### src/rtl/sgr_pkg.sv
package sgr_pkg;

  localparam int STATE_W = 14;

  localparam logic [STATE_W-1:0] NORMAL_STATE  = 14'h0099;
  localparam logic [STATE_W-1:0] MASK_HILITE   = 14'h0F00;
  localparam logic [STATE_W-1:0] MASK_DEFCOLOR = 14'h0088;
  localparam logic [STATE_W-1:0] MASK_NOANSI   = 14'h1000;

  localparam logic [7:0] CH_ESC  = 8'h1B;
  localparam logic [7:0] CH_LBR  = 8'h5B;
  localparam logic [7:0] CH_SEMI = 8'h3B;
  localparam logic [7:0] CH_M    = 8'h6D;
  localparam logic [7:0] CH_0    = 8'h30;
  localparam logic [7:0] CH_1    = 8'h31;
  localparam logic [7:0] CH_3    = 8'h33;
  localparam logic [7:0] CH_4    = 8'h34;
  localparam logic [7:0] CH_5    = 8'h35;
  localparam logic [7:0] CH_7    = 8'h37;

  // Segment order within a sequence.
  localparam logic [2:0] SEG_INTRO = 3'd0;
  localparam logic [2:0] SEG_RESET = 3'd1;
  localparam logic [2:0] SEG_BOLD  = 3'd2;
  localparam logic [2:0] SEG_UNDER = 3'd3;
  localparam logic [2:0] SEG_FLASH = 3'd4;
  localparam logic [2:0] SEG_INV   = 3'd5;
  localparam logic [2:0] SEG_FG    = 3'd6;
  localparam logic [2:0] SEG_BG    = 3'd7;

  typedef struct packed {
    logic       empty;
    logic [7:0] seg_en;
    logic [3:0] fg;
    logic [3:0] bg;
  } plan_t;

endpackage

### src/rtl/sgr_plan.sv
module sgr_plan (
  input  logic [13:0]   state_before,
  input  logic [13:0]   state_after,
  input  logic          skip_black_bg,
  output sgr_pkg::plan_t plan
);
  import sgr_pkg::*;

  logic [STATE_W-1:0] set0;
  logic [STATE_W-1:0] clr0;
  logic [STATE_W-1:0] set_bits;
  logic [STATE_W-1:0] clr_bits;
  logic [STATE_W-1:0] chg_bits;
  logic               need_reset;
  logic               fg_en;
  logic               bg_en;

  always_comb begin
    set0 = ~state_before & state_after;
    clr0 = state_before & ~state_after;
    need_reset = (|(clr0 & MASK_HILITE)) || (|(set0 & MASK_DEFCOLOR)) ||
                 (clr0 == MASK_NOANSI);
    if (need_reset) begin
      set_bits = ~NORMAL_STATE & state_after;
      clr_bits = NORMAL_STATE & ~state_after;
    end else begin
      set_bits = set0;
      clr_bits = clr0;
    end
    chg_bits = set_bits | clr_bits;
    fg_en = |chg_bits[3:0];
    bg_en = (|chg_bits[7:4]) && !(skip_black_bg && (state_after[7:4] == 4'h0));
    plan.seg_en = {bg_en, fg_en, set_bits[11:8], need_reset, 1'b1};
    plan.empty  = (state_before == state_after) || !(|plan.seg_en[7:1]);
    plan.fg     = state_after[3:0];
    plan.bg     = state_after[7:4];
  end

endmodule

### src/rtl/sgr_emit.sv
module sgr_emit (
  input  logic           clk,
  input  logic           rst,
  input  logic           plan_valid,
  input  sgr_pkg::plan_t plan_in,
  output logic           plan_take,
  output logic           out_valid,
  input  logic           out_ready,
  output logic [7:0]     seq_byte,
  output logic           last_byte,
  output logic           no_sequence
);
  import sgr_pkg::*;

  logic       active;
  plan_t      cur;
  logic [2:0] seg;
  logic [1:0] pos;

  logic [7:0] higher;
  logic       more;
  logic [2:0] nxt;
  logic       seg_end;
  logic       cur_last;
  logic [7:0] end_char;
  logic [7:0] byte_val;
  logic       adv;
  logic       emit;

  always_comb begin
    higher = cur.seg_en & (8'hFE << seg);
    more = |higher;
    nxt = SEG_INTRO;
    for (int i = 7; i >= 0; i--) begin
      if (higher[i]) begin
        nxt = 3'(i);
      end
    end
    seg_end = (seg[2] & seg[1]) ? (pos == 2'd2) : (pos == 2'd1);
    cur_last = cur.empty || (seg_end && !more);
    end_char = more ? CH_SEMI : CH_M;
    case (seg)
      SEG_INTRO: byte_val = pos[0] ? CH_LBR : CH_ESC;
      SEG_RESET: byte_val = (pos == 2'd0) ? CH_0 : end_char;
      SEG_BOLD:  byte_val = (pos == 2'd0) ? CH_1 : end_char;
      SEG_UNDER: byte_val = (pos == 2'd0) ? CH_4 : end_char;
      SEG_FLASH: byte_val = (pos == 2'd0) ? CH_5 : end_char;
      SEG_INV:   byte_val = (pos == 2'd0) ? CH_7 : end_char;
      SEG_FG: begin
        if (pos == 2'd0) byte_val = CH_3;
        else if (pos == 2'd1) byte_val = CH_0 | {4'h0, cur.fg};
        else byte_val = end_char;
      end
      SEG_BG: begin
        if (pos == 2'd0) byte_val = CH_4;
        else if (pos == 2'd1) byte_val = CH_0 | {4'h0, cur.bg};
        else byte_val = end_char;
      end
      default: byte_val = CH_SEMI;
    endcase
    if (cur.empty) begin
      byte_val = 8'h00;
    end
    adv = !out_valid || out_ready;
    emit = active && adv;
    plan_take = plan_valid && (!active || (emit && cur_last));
  end

  always_ff @(posedge clk) begin
    if (rst) begin
      out_valid <= 1'b0;
      active <= 1'b0;
    end else begin
      if (adv) begin
        out_valid <= active;
      end
      if (plan_take) begin
        active <= 1'b1;
      end else if (emit && cur_last) begin
        active <= 1'b0;
      end
    end
  end

  always_ff @(posedge clk) begin
    if (emit) begin
      seq_byte <= byte_val;
      last_byte <= cur_last;
      no_sequence <= cur.empty;
    end
    if (plan_take) begin
      cur <= plan_in;
      seg <= SEG_INTRO;
      pos <= 2'd0;
    end else if (emit && !cur_last) begin
      if (seg_end) begin
        seg <= nxt;
        pos <= 2'd0;
      end else begin
        pos <= pos + 2'd1;
      end
    end
  end

endmodule

### src/rtl/sgr_state_transition_encoder.sv
// Turns a pair of packed text-attribute states into the ANSI SGR escape
// sequence that moves a terminal from the first to the second, one byte per
// output transfer, with last_byte on the final byte and no_sequence on the
// single result of an empty transition. A sequence has 1 to 18 bytes, and the
// output register sends one byte per cycle while out_ready does not stall it;
// the next item is decoded into a plan register while the current one is still
// being sent, so items can follow with no gap.
module sgr_state_transition_encoder (
  input  logic        clk,
  input  logic        rst,
  input  logic        in_valid,
  output logic        in_ready,
  input  logic [13:0] state_before,
  input  logic [13:0] state_after,
  input  logic        skip_black_bg,
  output logic        out_valid,
  input  logic        out_ready,
  output logic [7:0]  seq_byte,
  output logic        last_byte,
  output logic        no_sequence
);
  import sgr_pkg::*;

  plan_t plan_d;
  plan_t plan_q;
  logic  plan_valid;
  logic  plan_take;

  sgr_plan u_plan (
    .state_before  (state_before),
    .state_after   (state_after),
    .skip_black_bg (skip_black_bg),
    .plan          (plan_d)
  );

  assign in_ready = !plan_valid || plan_take;

  always_ff @(posedge clk) begin
    if (rst) begin
      plan_valid <= 1'b0;
    end else if (in_valid && in_ready) begin
      plan_valid <= 1'b1;
    end else if (plan_take) begin
      plan_valid <= 1'b0;
    end
  end

  always_ff @(posedge clk) begin
    if (in_valid && in_ready) begin
      plan_q <= plan_d;
    end
  end

  sgr_emit u_emit (
    .clk         (clk),
    .rst         (rst),
    .plan_valid  (plan_valid),
    .plan_in     (plan_q),
    .plan_take   (plan_take),
    .out_valid   (out_valid),
    .out_ready   (out_ready),
    .seq_byte    (seq_byte),
    .last_byte   (last_byte),
    .no_sequence (no_sequence)
  );

endmodule

### config.mk
export PLATFORM = sky130hd
export DESIGN_NAME = sgr_state_transition_encoder
export DESIGN_NICKNAME = d
export VERILOG_FILES = /design/src/rtl/sgr_pkg.sv /design/src/rtl/sgr_plan.sv /design/src/rtl/sgr_emit.sv /design/src/rtl/sgr_state_transition_encoder.sv
export SDC_FILE = /design/constraint.sdc
export NUM_CORES = 1
export LEC_CHECK = 0
export BUFFER_PORTS_ARGS = -buffer_cell sky130_fd_sc_hd__clkbuf_2
export CAP_MARGIN = 20
export CORE_MARGIN = 2
export CORE_UTILIZATION = 35
export DETAILED_ROUTE_END_ITERATION = 10
export PLACE_DENSITY = 0.54
export SETUP_SLACK_MARGIN = 0.5
export SLEW_MARGIN = 20
export SYNTH_ARGS = -nofsm -noshare
export SYNTH_HDL_FRONTEND = slang
export SYNTH_SLANG_ARGS = --single-unit
### constraint.sdc
create_clock -name clk -period 7.9 [get_ports clk]
set_clock_uncertainty 0.1 [all_clocks]
set_input_delay 0.79 -clock clk [delete_from_list [all_inputs] [get_ports clk]]
set_output_delay 0.79 -clock clk [all_outputs]
set_load 0.02 [all_outputs]
; Word level (Yosys, flattened, before mapping)
; Cells that the tools add are included.
[word_totals]
ff_bits = 50
latch_bits = 0
mem_bits_rw = 0
mem_bits_ro = 0
inputBits = 33
output_inout_bits = 12
wordCells = 98
mem_count = 0
[classes]
add_sub_neg = 1
multipliers = 0
div = 0
order_cmp = 0
eq_ne = 11
shift = 1
n_mux = 28
bitwise = 7
n_reduce_logical = 34
[op_table]
columns = operator, n
row1 = $mux W8, 10
row2 = $pmux W8 S8, 1
row3 = $mux W3, 8
row4 = $and A14 B14 Y14, 1
row5 = $eq A14 B13 Y1 const B, 1
row6 = $eq A14 B14 Y1, 1
row7 = $mux W7, 2
row8 = $not A14 Y14, 1
row9 = $and A12 B12 Y12, 1
row10 = $eq A3 B3 Y1 const B, 4
row11 = $mux W12, 1
row12 = $not A12 Y12, 1
row13 = $reduce_or A4 Y1, 3
row14 = $reduce_or A10 Y1, 1
row15 = $and A8 B8 Y8, 1
row16 = $logic_and A1 B1 Y1, 8
row17 = $or A8 B8 Y8, 1
row18 = $reduce_or A8 Y1, 1
row19 = $shl A8 B3 Y8 const A, 1
row20 = $logic_not A1 Y1, 7
row21 = $logic_or A1 B1 Y1, 7
row22 = $eq A3 B2 Y1 const B, 2
row23 = $mux W1, 5
row24 = $logic_not A4 Y1, 1
row25 = other kinds (11), 12

; Depth between registers and ports, before layout
; Gate-level depths: netlist of the first run.
[logic_depth]
depth_word = 12
mapped_depth = 8
mapped_depth_nobuf = 7

; Cells and area by module
; A second synthesis of the first run with hierarchy kept.
[unflattened]
cells_unflattened = 281
hier_area_um2 = 3024.2
[by_module_without_submodules]
columns = module, instances, cells_per_inst, area_per_inst_um2, seq_area_each_um2
row1 = sgr_emit, 1, 157, 1657.8, 890.9
row2 = sgr_plan, 1, 102, 800.8, 0.0
row3 = sgr_state_transition_encoder, 1, 22, 565.5, 530.5

; Worst setup path after synthesis of the first run
; OpenSTA, ideal clock, no wires.
[synth_timing]
path_type = input to register
from = input port state_after[0]
to = register plan_q[10] (netlist name), data pin
arrival_time_ns = 2.506
required_time_ns = 7.540
slack_ns = 5.034
path_stages = 6
n_path_buf = 0
cell_sequence = inv_1 > ha_1 > or4_4 > or3b_4 > o21ai_4 > mux2_4
[synth_rtl]
columns = element, line
row1 = start: declaration, sgr_state_transition_encoder.sv:14  ; input logic [13:0] state_after,
row2 = end signal: assignment, sgr_state_transition_encoder.sv:50  ; plan_q <= plan_d;
row3 = end: declaration, sgr_state_transition_encoder.sv:25  ; plan_t plan_q;

; Worst setup path after layout of the first run
[layout_timing]
from = register u_emit.seg[2]
to = output port in_ready
[layout_between]
elab_chain_cells = 10
elab_cells_between_ends = 12
classes_between = shift: 1 / mux: 1 / bitwise: 2 / reduce/logical: 8
[layout_rtl]
columns = element, line
row1 = start: declaration, sgr_emit.sv:17  ; logic [2:0] seg;
row2 = start signal: assignment, sgr_emit.sv:97  ; seg <= nxt;
row3 = $shl A8 B3 Y8, sgr_emit.sv:31  ; higher = cur.seg_en & (8'hFE << seg);
row4 = $and A8 B8 Y8, sgr_emit.sv:31
row5 = $reduce_or A8 Y1, sgr_emit.sv:32  ; more = |higher;
row6 = $logic_not A1 Y1, sgr_emit.sv:40  ; cur_last = cur.empty || (seg_end && !more);
row7 = $logic_and A1 B1 Y1 (*), sgr_emit.sv:40
row8 = $logic_or A1 B1 Y1 (*), sgr_emit.sv:40
row9 = $logic_and A1 B1 Y1 (*), sgr_emit.sv:66  ; plan_take = plan_valid && (!active || (emit && cur_last));
row10 = $logic_or A1 B1 Y1 (*), sgr_emit.sv:66
row11 = $logic_and A1 B1 Y1 (*), sgr_emit.sv:66
row12 = $logic_or A1 B1 Y1 (*), sgr_state_transition_encoder.sv:36  ; assign in_ready = !plan_valid || plan_take;
row13 = end: declaration, sgr_state_transition_encoder.sv:12  ; output logic in_ready,
; Every way passes the cells marked *; elsewhere a longest branch is shown, timed or not.

==> key figures, run 1 <==
Run status
  • Outcome: finished clean

GRT
  • Number of global-route vias before repair: 1824
  • Largest net degree at the start of global routing: 22
  • First-pass GRT wire length: 8520 µm
  • Tot GR Track Use: 12.3%
  • Total grt overflow: 0
  • Initial antenna violation count: 0

Clocking
  • Register clock-pin slew on the reported worst setup and hold paths: 0.08 ns
  • CTS Buf Count: 5
  • Clk root buf: clkbuf_8
  • CTS Hold Buffers Added: 0
  • CTS tree: done
  • Clk Latency, worst-skew pair: 0.29 ns
  • Htree depth: 2
  • Post-CTS resize count: 0
  • Setup bufs post-CTS: 0
  • Clock sink count: 49
  • Maximum clock path buffer count: 2

STA
  • FMAX: 0.311 GHz
  • Tmin final: 3.21 ns
  • Worst slew pin tran: 0.722 ns
  • RSZ-0062 raised after global routing: no
  • Slew HR: 51.9%
  • Crit share post-route: 40.7%
  • Pins Over Slew Limit: 0
  • Setup_tns: 0 ns
  • Final hold vios: 0
  • PnR worst setup slack: 4.69 ns
  • Final setup viols: 0

Floorplan
  • I/O pins: 45
  • Die H: 93.8 µm
  • Site Rows: 32
  • Initial core utilization: 36.4%
  • Die width: 93.8 µm
  • Core area: 7770 µm²
  • Die area: 8810 µm²

Synth
  • Netlist cell types: 52
  • Post-Syn Area: 2830 µm²
  • Main synth FF type: edfxtp_1
  • Top cells by area, synth: edfxtp_1 44%, ha_1 13%, dfxtp_1 5.7%
  • Mapped Cells: 262
  • Sequential area share after synthesis: 49.2%
  • Avg Cell Area, Syn: 10.8 µm²
  • YS warnings: 0
  • Post-synth EDFFs: 41
  • Area fraction of the dominant cell type after synthesis: 43.6%
  • Synthesized flop and latch total: 49
  • Dominant cell type by area after synthesis: edfxtp_1
  • Async SR Flop Fraction: 0%
  • Syn Nets: 324

Routing
  • Routed Wire Length: 5210 µm
  • ANT nets after route: 0
  • WL/cell: 12.8 µm
  • DRT Pass-1 Iters: 4
  • Vias: 1983
  • Drt drc: 0
  • Initial DRC count: 93
  • Vias per cell: 4.87

Critical path
  • Worst Path Max Fanout: 19
  • Reg-to-reg startpoint: u_emit.seg[2]
  • R2R depth: 5
  • Largest delay contributor family on the critical path: compound AO/OA/AOI/OAI gates
  • Crit path cell chain: o21bai_1, and4_1, a41oi_1, o211ai_1, clkbuf_2
  • Worst setup SP type: register
  • Worst path bufs/invs: 1
  • Arr. time, crit path: 2.32 ns
  • Worst R2R End: plan_q[15]
  • CP max stage delay: 0.72 ns
  • Critical Path RT: 7.01 ns
  • Setup CP Type: register to output pin
  • Critical Path Sink Type: output pin
  • Crit-path slowest cell: dfxtp_1
  • Flop2flop setup slack: 5.00 ns

Place
  • Number of buffers added on ports: 43
  • Post-DP HPWL: 4140 µm
  • Post-Place Setup Slack: 4.81 ns
  • Placed inst area: 3140 µm²
  • Gpl congestion: 0.822

Power and ir drop
  • Design Power: 0.000590 W
  • Gate power share: 13.7%
  • Max IR drop VDD: 0.0961 mV
  • Psw: 0.000135 W
  • Pwr dens: 180 nW/µm²
  • Net Sw Frac: 22.9%
  • Clk pwr share: 34.6%
  • Sequential Power Share: 51.7%
  • Leakage: 1.36 nW
  • Int Pwr: 0.000455 W

Cells and area
  • Final cell area excluding filler cells: 3280 µm²
  • Share of cells above drive strength 1: 21.3%
  • Fin nets: 366
  • Storage element area: 1390 µm²
  • Syn-to-layout area delta: 16.0%
  • Diodes inserted: 0
  • Number of fillers in the final layout: 785
  • Multi-input logic area: 1270 µm²

Min path
  • Hold/Removal Path Class: register to register
  • Hold path depth: 0
  • Worst hold path endpoint: u_emit.cur[1]
  • Hold_sp: plan_q[1]

Run
  • Max-cap viol count: 0
sequential cells by signal, summed over array words and instances, names as in the netlist, 2 cells and up:
signal           flops
plan_q              16
u_emit.cur          16
u_emit.seq_byte      7
u_emit.seg           3
u_emit.pos           2
placed cells by master (no fill, tap or decap), types with 3 or more instances in the layout:
cell,synthesis,routed
clkbuf_2,0,43
edfxtp_1,41,41
inv_1,37,37
ha_1,29,29
nor2_1,18,18
a21oi_1,17,17
nand2b_1,11,11
nand2_1,10,10
dfxtp_1,8,8
nand4_1,7,7
o21ai_0,6,6
nor2b_1,5,5
clkbuf_8,0,5
nor4_1,4,4
mux2_4,4,4
nor3_1,4,4
and2_1,3,3
nand3_1,3,3
or4_1,3,3
worst register-to-register path, cell delays in order, from the launching register on:
cell	delay, ns
dfxtp_1	0.72
o21bai_1	0.21
and4_1	0.34
a41oi_1	0.21
o211ai_1	0.32
and2_1	0.63
cell families (layout without fill, tap and decap cells):
| logic type | after synthesis | after routing | synth area share [%] |
|---|---|---|---|
| AO/OA/AOI/OAI | 52 | 52 | 12.4 |
| adder cells (fa/ha/maj) | 29 | 29 | 12.8 |
| buffers and inverters | 45 | 88 | 6.24 |
| flip-flops | 49 | 49 | 49.2 |
| multiplexers | 6 | 6 | 2.83 |
| other | 1 | 1 | 0.133 |
| AND/OR/NAND/NOR | 80 | 80 | 16.3 |
layer usage:
metal	track usage [%]	wire [µm]
met1	15.1	2390
met2	20.7	2500
met3	2.41	225
met4	5.68	93
met5	0	0
synthesized netlist by cell type, types with 5 or more instances:
| master | n |
|---|---|
| nor2_1 | 18 |
| nand4_1 | 7 |
| inv_1 | 37 |
| edfxtp_1 | 41 |
| nor2b_1 | 5 |
| nand2b_1 | 11 |
| ha_1 | 29 |
| a21oi_1 | 17 |
| o21ai_0 | 6 |
| nand2_1 | 10 |
| dfxtp_1 | 8 |
worst max-delay path by stage:
stage | startpoint | slack [ns] | end | cells after the start
finish | u_emit.seg[2] | 4.69 | in_ready | 5
CTS | u_emit.seg[2] | 4.71 | in_ready | 5
detailed placement | state_after[0] | 4.81 | plan_q[13] | 7
global route | u_emit.seg[0] | 4.54 | in_ready | 5
global placement | state_after[0] | 4.85 | plan_q[12] | 7
floorplan | state_after[0] | 5.03 | plan_q[10] | 6
power by group through the flow:
stage | registers (W) | clock network, W | logic [W]
2_1_floorplan | 0.000309 | 0 | 0.0000542
3_3_place_gp | 0.000311 | 0 | 0.0000806
3_5_place_dp | 0.000311 | 0 | 0.0000813
4_1_cts | 0.000305 | 0.000210 | 0.0000816
5_1_grt | 0.000306 | 0.000221 | 0.0000921
6_report | 0.000305 | 0.000204 | 0.0000811
layout make-up:
cell class,count,area share [%]
repair buffers,43,6.56
inverters,37,4.24
well taps,102,3.89
multi-input cells,168,38.8
clock buffers,5,2.10
flip-flops and latches,49,42.4
clock inverters,3,1.98
per-stage QoR:
stage                     hold slack [ns]  std cells  util, %
final                               0.324        407     42.2
after global routing                0.331        407     42.2
after CTS                           0.326        407     42.1
after detailed placement            0.305        399     40.4
after global placement              0.302        399     40.4
after floorplan                     0.300        262        -
(Power assumes the default switching activity.)
==> run 2: changes to the inputs <==
- PLACE_DENSITY: 0.54 -> 0.56
- clock period: 7.9 -> 2.9 ns (I/O delays scaled with it)
==> run 2 against run 1 <==
  * Non-clock buffer count rose by 6
  * Cell area rose by 0.46%
  * Combinational power increased to 3.0 times the previous value
  * Global-route usage up 0.57 points
  * Largest power group unchanged
  * Register-to-register slack worse by 4.4 ns
  * Wire length increased by 3.8%
  * First-iteration DRC count is 5.4% lower
==> key figures, run 2 (synthesis results as in run 1) <==
Run status
  • Outcome: finished clean

Critical path
  • Worst setup SP type: register
  • Flop2flop setup slack: 0.60 ns
  • R2R depth: 5
  • Critical path origin: u_emit.cur[11]
  • Arr. time, crit path: 1.93 ns
  • Setup CP Type: register to output pin
  • Worst Path Max Fanout: 6
  • Reg-to-reg startpoint: u_emit.cur[11]
  • Critical Path RT: 2.51 ns
  • Worst R2R End: u_emit.seq_byte[4]
  • Critical Path Sink Type: output pin

Routing
  • Vias per cell: 4.95
  • WL/cell: 13.1 µm
  • Drt drc: 0
  • Routed Wire Length: 5410 µm
  • DRT Pass-1 Iters: 4
  • ANT nets after route: 0
  • Vias: 2038
  • Initial DRC count: 88

GRT
  • Number of global-route vias before repair: 1937
  • Tot GR Track Use: 12.9%
  • Initial antenna violation count: 0
  • Largest net degree at the start of global routing: 22
  • First-pass GRT wire length: 8800 µm
  • Total grt overflow: 0

Clocking
  • CTS Hold Buffers Added: 0
  • Htree depth: 2
  • CTS tree: done
  • Clock sink count: 49
  • Register clock-pin slew on the reported worst setup and hold paths: 0.09 ns
  • Maximum clock path buffer count: 2
  • CTS Buf Count: 5
  • Clk root buf: clkbuf_8
  • Clk Latency, worst-skew pair: 0.30 ns

STA
  • FMAX: 0.431 GHz
  • Setup_tns: 0 ns
  • Final hold vios: 0
  • Pins Over Slew Limit: 0
  • Final setup viols: 0
  • Slew HR: 58.6%
  • Crit share post-route: 80.1%
  • Tmin final: 2.32 ns
  • PnR worst setup slack: 0.577 ns
  • Worst slew pin tran: 0.615 ns
  • RSZ-0062 raised after global routing: no

Cells and area
  • Final core occ: 42.4%
  • Most frequent cells in the layout: 43 x clkbuf_2, 41 x edfxtp_1, 37 x inv_1
  • Share of cells above drive strength 1: 24.2%
  • Commonest non-fill, non-tap cell in the layout: clkbuf_2
  • Largest registers: plan_q: 16 flops, u_emit.cur: 16 flops, u_emit.seq_byte: 7 flops
  • Final cell area excluding filler cells: 3290 µm²
  • Diodes inserted: 0
  • Fin nets: 372
  • Syn-to-layout area delta: 16.6%

Place
  • Number of buffers added on ports: 43
  • Placed inst area: 3180 µm²
  • Post-Place Setup Slack: 0.296 ns
  • Gpl congestion: 0.839
  • Post-DP HPWL: 4260 µm

Power and ir drop
  • Design Power: 0.00145 W
  • Max IR drop VDD: 0.176 mV
  • Leakage: 1.37 nW
  • Pwr dens: 439 nW/µm²

Floorplan
  • Die H: 93.8 µm
  • Core area: 7770 µm²
  • Die width: 93.8 µm
  • Die area: 8810 µm²
  • Initial core utilization: 36.4%
  • Site Rows: 32
  • I/O pins: 45

Min path
  • Hold path depth: 2
  • Worst hold path endpoint: plan_valid
  • Hold/Removal Path Class: input pin to register
  • Hold_sp: rst

Run
  • Max-cap viol count: 0
[run 2: cell count changes in the layout (fill, tap and decap cells not counted), sizes merged]
cell      change
bufinv        -2
clkinvlp      +1
buf           +6
[run 2: repair_timing]
item	in CTS	in global routing
hold endpoints to repair	0	0
pin swaps	1	0
buffers inserted	1	0
setup endpoints to repair	1	18
gates resized for setup	2	4
[run 2: how the worst max path moves through the flow]
stage / end / cells after the start
after floorplan: plan_q[0] / 7
after global placement: plan_q[13] / 7
after detailed placement: plan_q[11] / 7
after CTS: in_ready / 6
after global routing: in_ready / 5
final: in_ready / 5
[run 2: power breakdown]
part | switching, W | leakage (nW) | internal [W]
Clock | 0.000219 | 0.0377 | 0.000162
Combinational | 0.000140 | 0.880 | 0.000100
Sequential | 0.0000192 | 0.449 | 0.000805
[run 2: critical path, stage by stage, from the launching register on]
cell and delay, ns:
edfxtp_1 0.50, o21bai_1 0.30, nand2b_1 0.22, a41oi_2 0.16, o211ai_1 0.24, clkbuf_2 0.21
[run 2: area by class of cell]
class	instances	area, µm²
Sequential cell	49	1390
Timing Repair Buffer	49	260
Inverter	37	139
Fill cell	771	4470
Clock buffer	5	68.8
Multi-Input combinational cell	168	1290
Tap cell	102	128
Clock inverter	2	11.3
[run 2: routing by layer]
layer | vias up | global-route usage, % | part of all wire [%]
li1 | 1033 | - | -
met1 | 943 | 15.5 | 45
met2 | 53 | 22.4 | 49
met3 | 9 | 2.09 | 4.3
met4 | 0 | 5.92 | 1.8
met5 | - | 0 | 0
[run 2: stage by stage]
stage	hold slack (ns)	instances
after floorplan	0.259	262
after global placement	0.302	404
after detailed placement	0.305	404
after CTS	0.0711	412
after global routing	0.0843	412
final	0.0810	412
==> run 3: changes to the inputs <==
- PLACE_DENSITY: 0.56 -> 0.54
- clock period: 2.9 -> 2.3 ns (I/O delays scaled with it)
==> run 3 against run 2 <==
  * Clock power is 28% higher
  * Non-clock buffer count grew 34
  * Cell count grew 8.7%
  * Clock-buffer cell count did not move
  * Sequential share of layout area decreased by 6.1 points
  * Critical endpoint unchanged
  * Combinational power is 69% higher
  * Worst setup slack worse by 0.46 ns
  * Via count grew 6.3%
  * Largest power group unchanged
  * Register-to-register slack worse by 0.43 ns
  * Flip-flop and latch count did not move
==> key figures, run 3 (synthesis results as in run 1) <==
Critical path
  • Worst path bufs/invs: 3
  • Most Frequent Cell on Critical Path: buf_4
  • Critical Path Sink Type: output pin
  • Crit path cell chain: buf_4, and2_4, o21ai_4, a41oi_2, o211ai_1, buf_4, buf_8
  • Worst setup SP type: register
  • CP max stage delay: 0.38 ns
  • Reg-to-reg startpoint: u_emit.seg[1]
  • Arr. time, crit path: 1.86 ns
  • Flop2flop setup slack: 0.17 ns
  • Worst Path Max Fanout: 9
  • Critical Path RT: 1.97 ns
  • Worst R2R End: plan_q[12]
  • Setup CP Type: register to output pin
  • R2R depth: 8
  • Crit-path slowest cell: dfxtp_4
  • Largest delay contributor family on the critical path: compound AO/OA/AOI/OAI gates
  • Critical path origin: u_emit.seg[1]

Min path
  • Hold_sp: rst
  • Hold/Removal Path Class: input pin to register
  • Worst hold path endpoint: plan_valid
  • Hold path depth: 2

Cells and area
  • Fin nets: 407
  • Most frequent cells in the layout: 41 x edfxtp_1, 39 x clkbuf_2, 32 x inv_1
  • Multi-input logic area: 1450 µm²
  • Diodes inserted: 0
  • Largest registers: plan_q: 16 flops, u_emit.cur: 16 flops, u_emit.seq_byte: 7 flops
  • Commonest non-fill, non-tap cell in the layout: edfxtp_1
  • Number of fillers in the final layout: 731
  • Share of cells above drive strength 1: 39.3%
  • Syn-to-layout area delta: 37.2%
  • Non-Filler Instances: 448
  • Storage element area: 1400 µm²

Floorplan
  • Core area: 7770 µm²
  • Die width: 93.8 µm
  • Initial core utilization: 36.4%
  • Die H: 93.8 µm
  • Site Rows: 32
  • Die area: 8810 µm²
  • I/O pins: 45

Place
  • Post-DP HPWL: 4320 µm
  • Post-Place Setup Slack: -0.186 ns
  • Gpl congestion: 0.819
  • Placed Instances: 419
  • Number of buffers added on ports: 43

STA
  • Pins Over Slew Limit: 0
  • Slew HR: 64.0%
  • Worst slew pin tran: 0.536 ns
  • RSZ-0062 raised after global routing: yes
  • Crit share post-route: 95.1%
  • Final hold vios: 0
  • Hold Slack: 0.0124 ns
  • PnR worst setup slack: 0.114 ns
  • Tmin final: 2.19 ns
  • FMAX: 0.457 GHz
  • Setup_tns: 0 ns
  • Final setup viols: 0

Power and ir drop
  • Gate power share: 21.1%
  • Max IR drop VDD: 0.227 mV
  • Sequential Power Share: 53.8%
  • Leakage: 1.61 nW
  • Pwr dens: 499 nW/µm²
  • Design Power: 0.00194 W
  • Net Sw Frac: 26.4%
  • Int Pwr: 0.00142 W
  • Clk pwr share: 25.1%
  • Psw: 0.000511 W

Clocking
  • Register clock-pin slew on the reported worst setup and hold paths: 0.09 ns
  • Maximum clock path buffer count: 2
  • CTS Buf Count: 5
  • Clk root buf: clkbuf_8
  • Htree depth: 2
  • Clk Latency, worst-skew pair: 0.30 ns
  • CTS tree: done
  • Clock sink count: 49

Routing
  • Met1 Routed Length: 2540 µm
  • Initial DRC count: 101
  • ANT nets after route: 0
  • Vias: 2166
  • Routed Wire Length: 5930 µm
  • DR top layer: met4
  • Vias per cell: 4.83
  • DRT Pass-1 Iters: 4
  • WL/cell: 13.2 µm
  • DR WL met2: 3050 µm
  • Drt drc: 0
  • Metal3 WL: 237 µm

GRT
  • Initial antenna violation count: 0
  • Largest net degree at the start of global routing: 18
  • Tot GR Track Use: 14.4%
  • First-pass GRT wire length: 9840 µm
  • Total grt overflow: 0
  • Number of global-route vias before repair: 2157

Run
  • Max-cap viol count: 0

Run status
  • Outcome: finished clean
## run 3: cell count changes in the layout (fill, tap and decap cells not counted), moves of 4 or more
cell,before,now
inv_1,37,32
buf_4,6,28
buf_6,0,9
a21oi_2,0,6
ha_1,28,24
clkbuf_2,43,39
a21oi_1,17,11
## run 3: through the flow
stage | instance area, µm² | utilization, %
2_1_floorplan | 2950 | -
3_3_place_gp | 3410 | 43.9
3_5_place_dp | 3410 | 43.9
4_1_cts | 3710 | 47.7
5_1_grt | 3880 | 49.9
6_report | 3880 | 49.9
## run 3: metal layers
layer  vias up  global-route usage [%]
li1       1113                       -
met1       992                    17.3
met2        54                    25.6
met3         7                    2.57
met4         0                    5.07
met5         -                       0
## run 3: what timing repair did
action	in CTS	in global routing
resized for setup	21	23
pin swaps	12	8
hold buffers	0	0
buffers inserted	9	8
cloned	3	1
endpoints found under the setup margin	54	51
## run 3: layout make-up
| type | count | area share (%) |
|---|---|---|
| Clock buffer | 5 | 1.78 |
| Tap cell | 102 | 3.29 |
| Timing Repair Buffer | 83 | 17.1 |
| Clock inverter | 3 | 0.420 |
| Inverter | 37 | 3.97 |
| Multi-Input combinational cell | 169 | 37.3 |
| Sequential cell | 49 | 36.1 |
## run 3: worst max path at each step
stage	endpoint	slack (ns)	depth (start not counted)
6_report	in_ready	0.11	7
5_1_grt	in_ready	0.00006	8
4_1_cts	in_ready	0.1	6
3_5_place_dp	plan_q[10]	-0.19	7
3_3_place_gp	plan_q[11]	-0.17	7
2_1_floorplan	plan_q[10]	0.04	6
## run 3: power by group through the flow
stage          logic [W]  registers (W)  clock network, W
6_report        0.000408        0.00104          0.000487
5_1_grt         0.000452        0.00105          0.000544
4_1_cts         0.000383        0.00104          0.000505
3_5_place_dp    0.000335        0.00106                 0
3_3_place_gp    0.000334        0.00106                 0
2_1_floorplan   0.000206        0.00106                 0
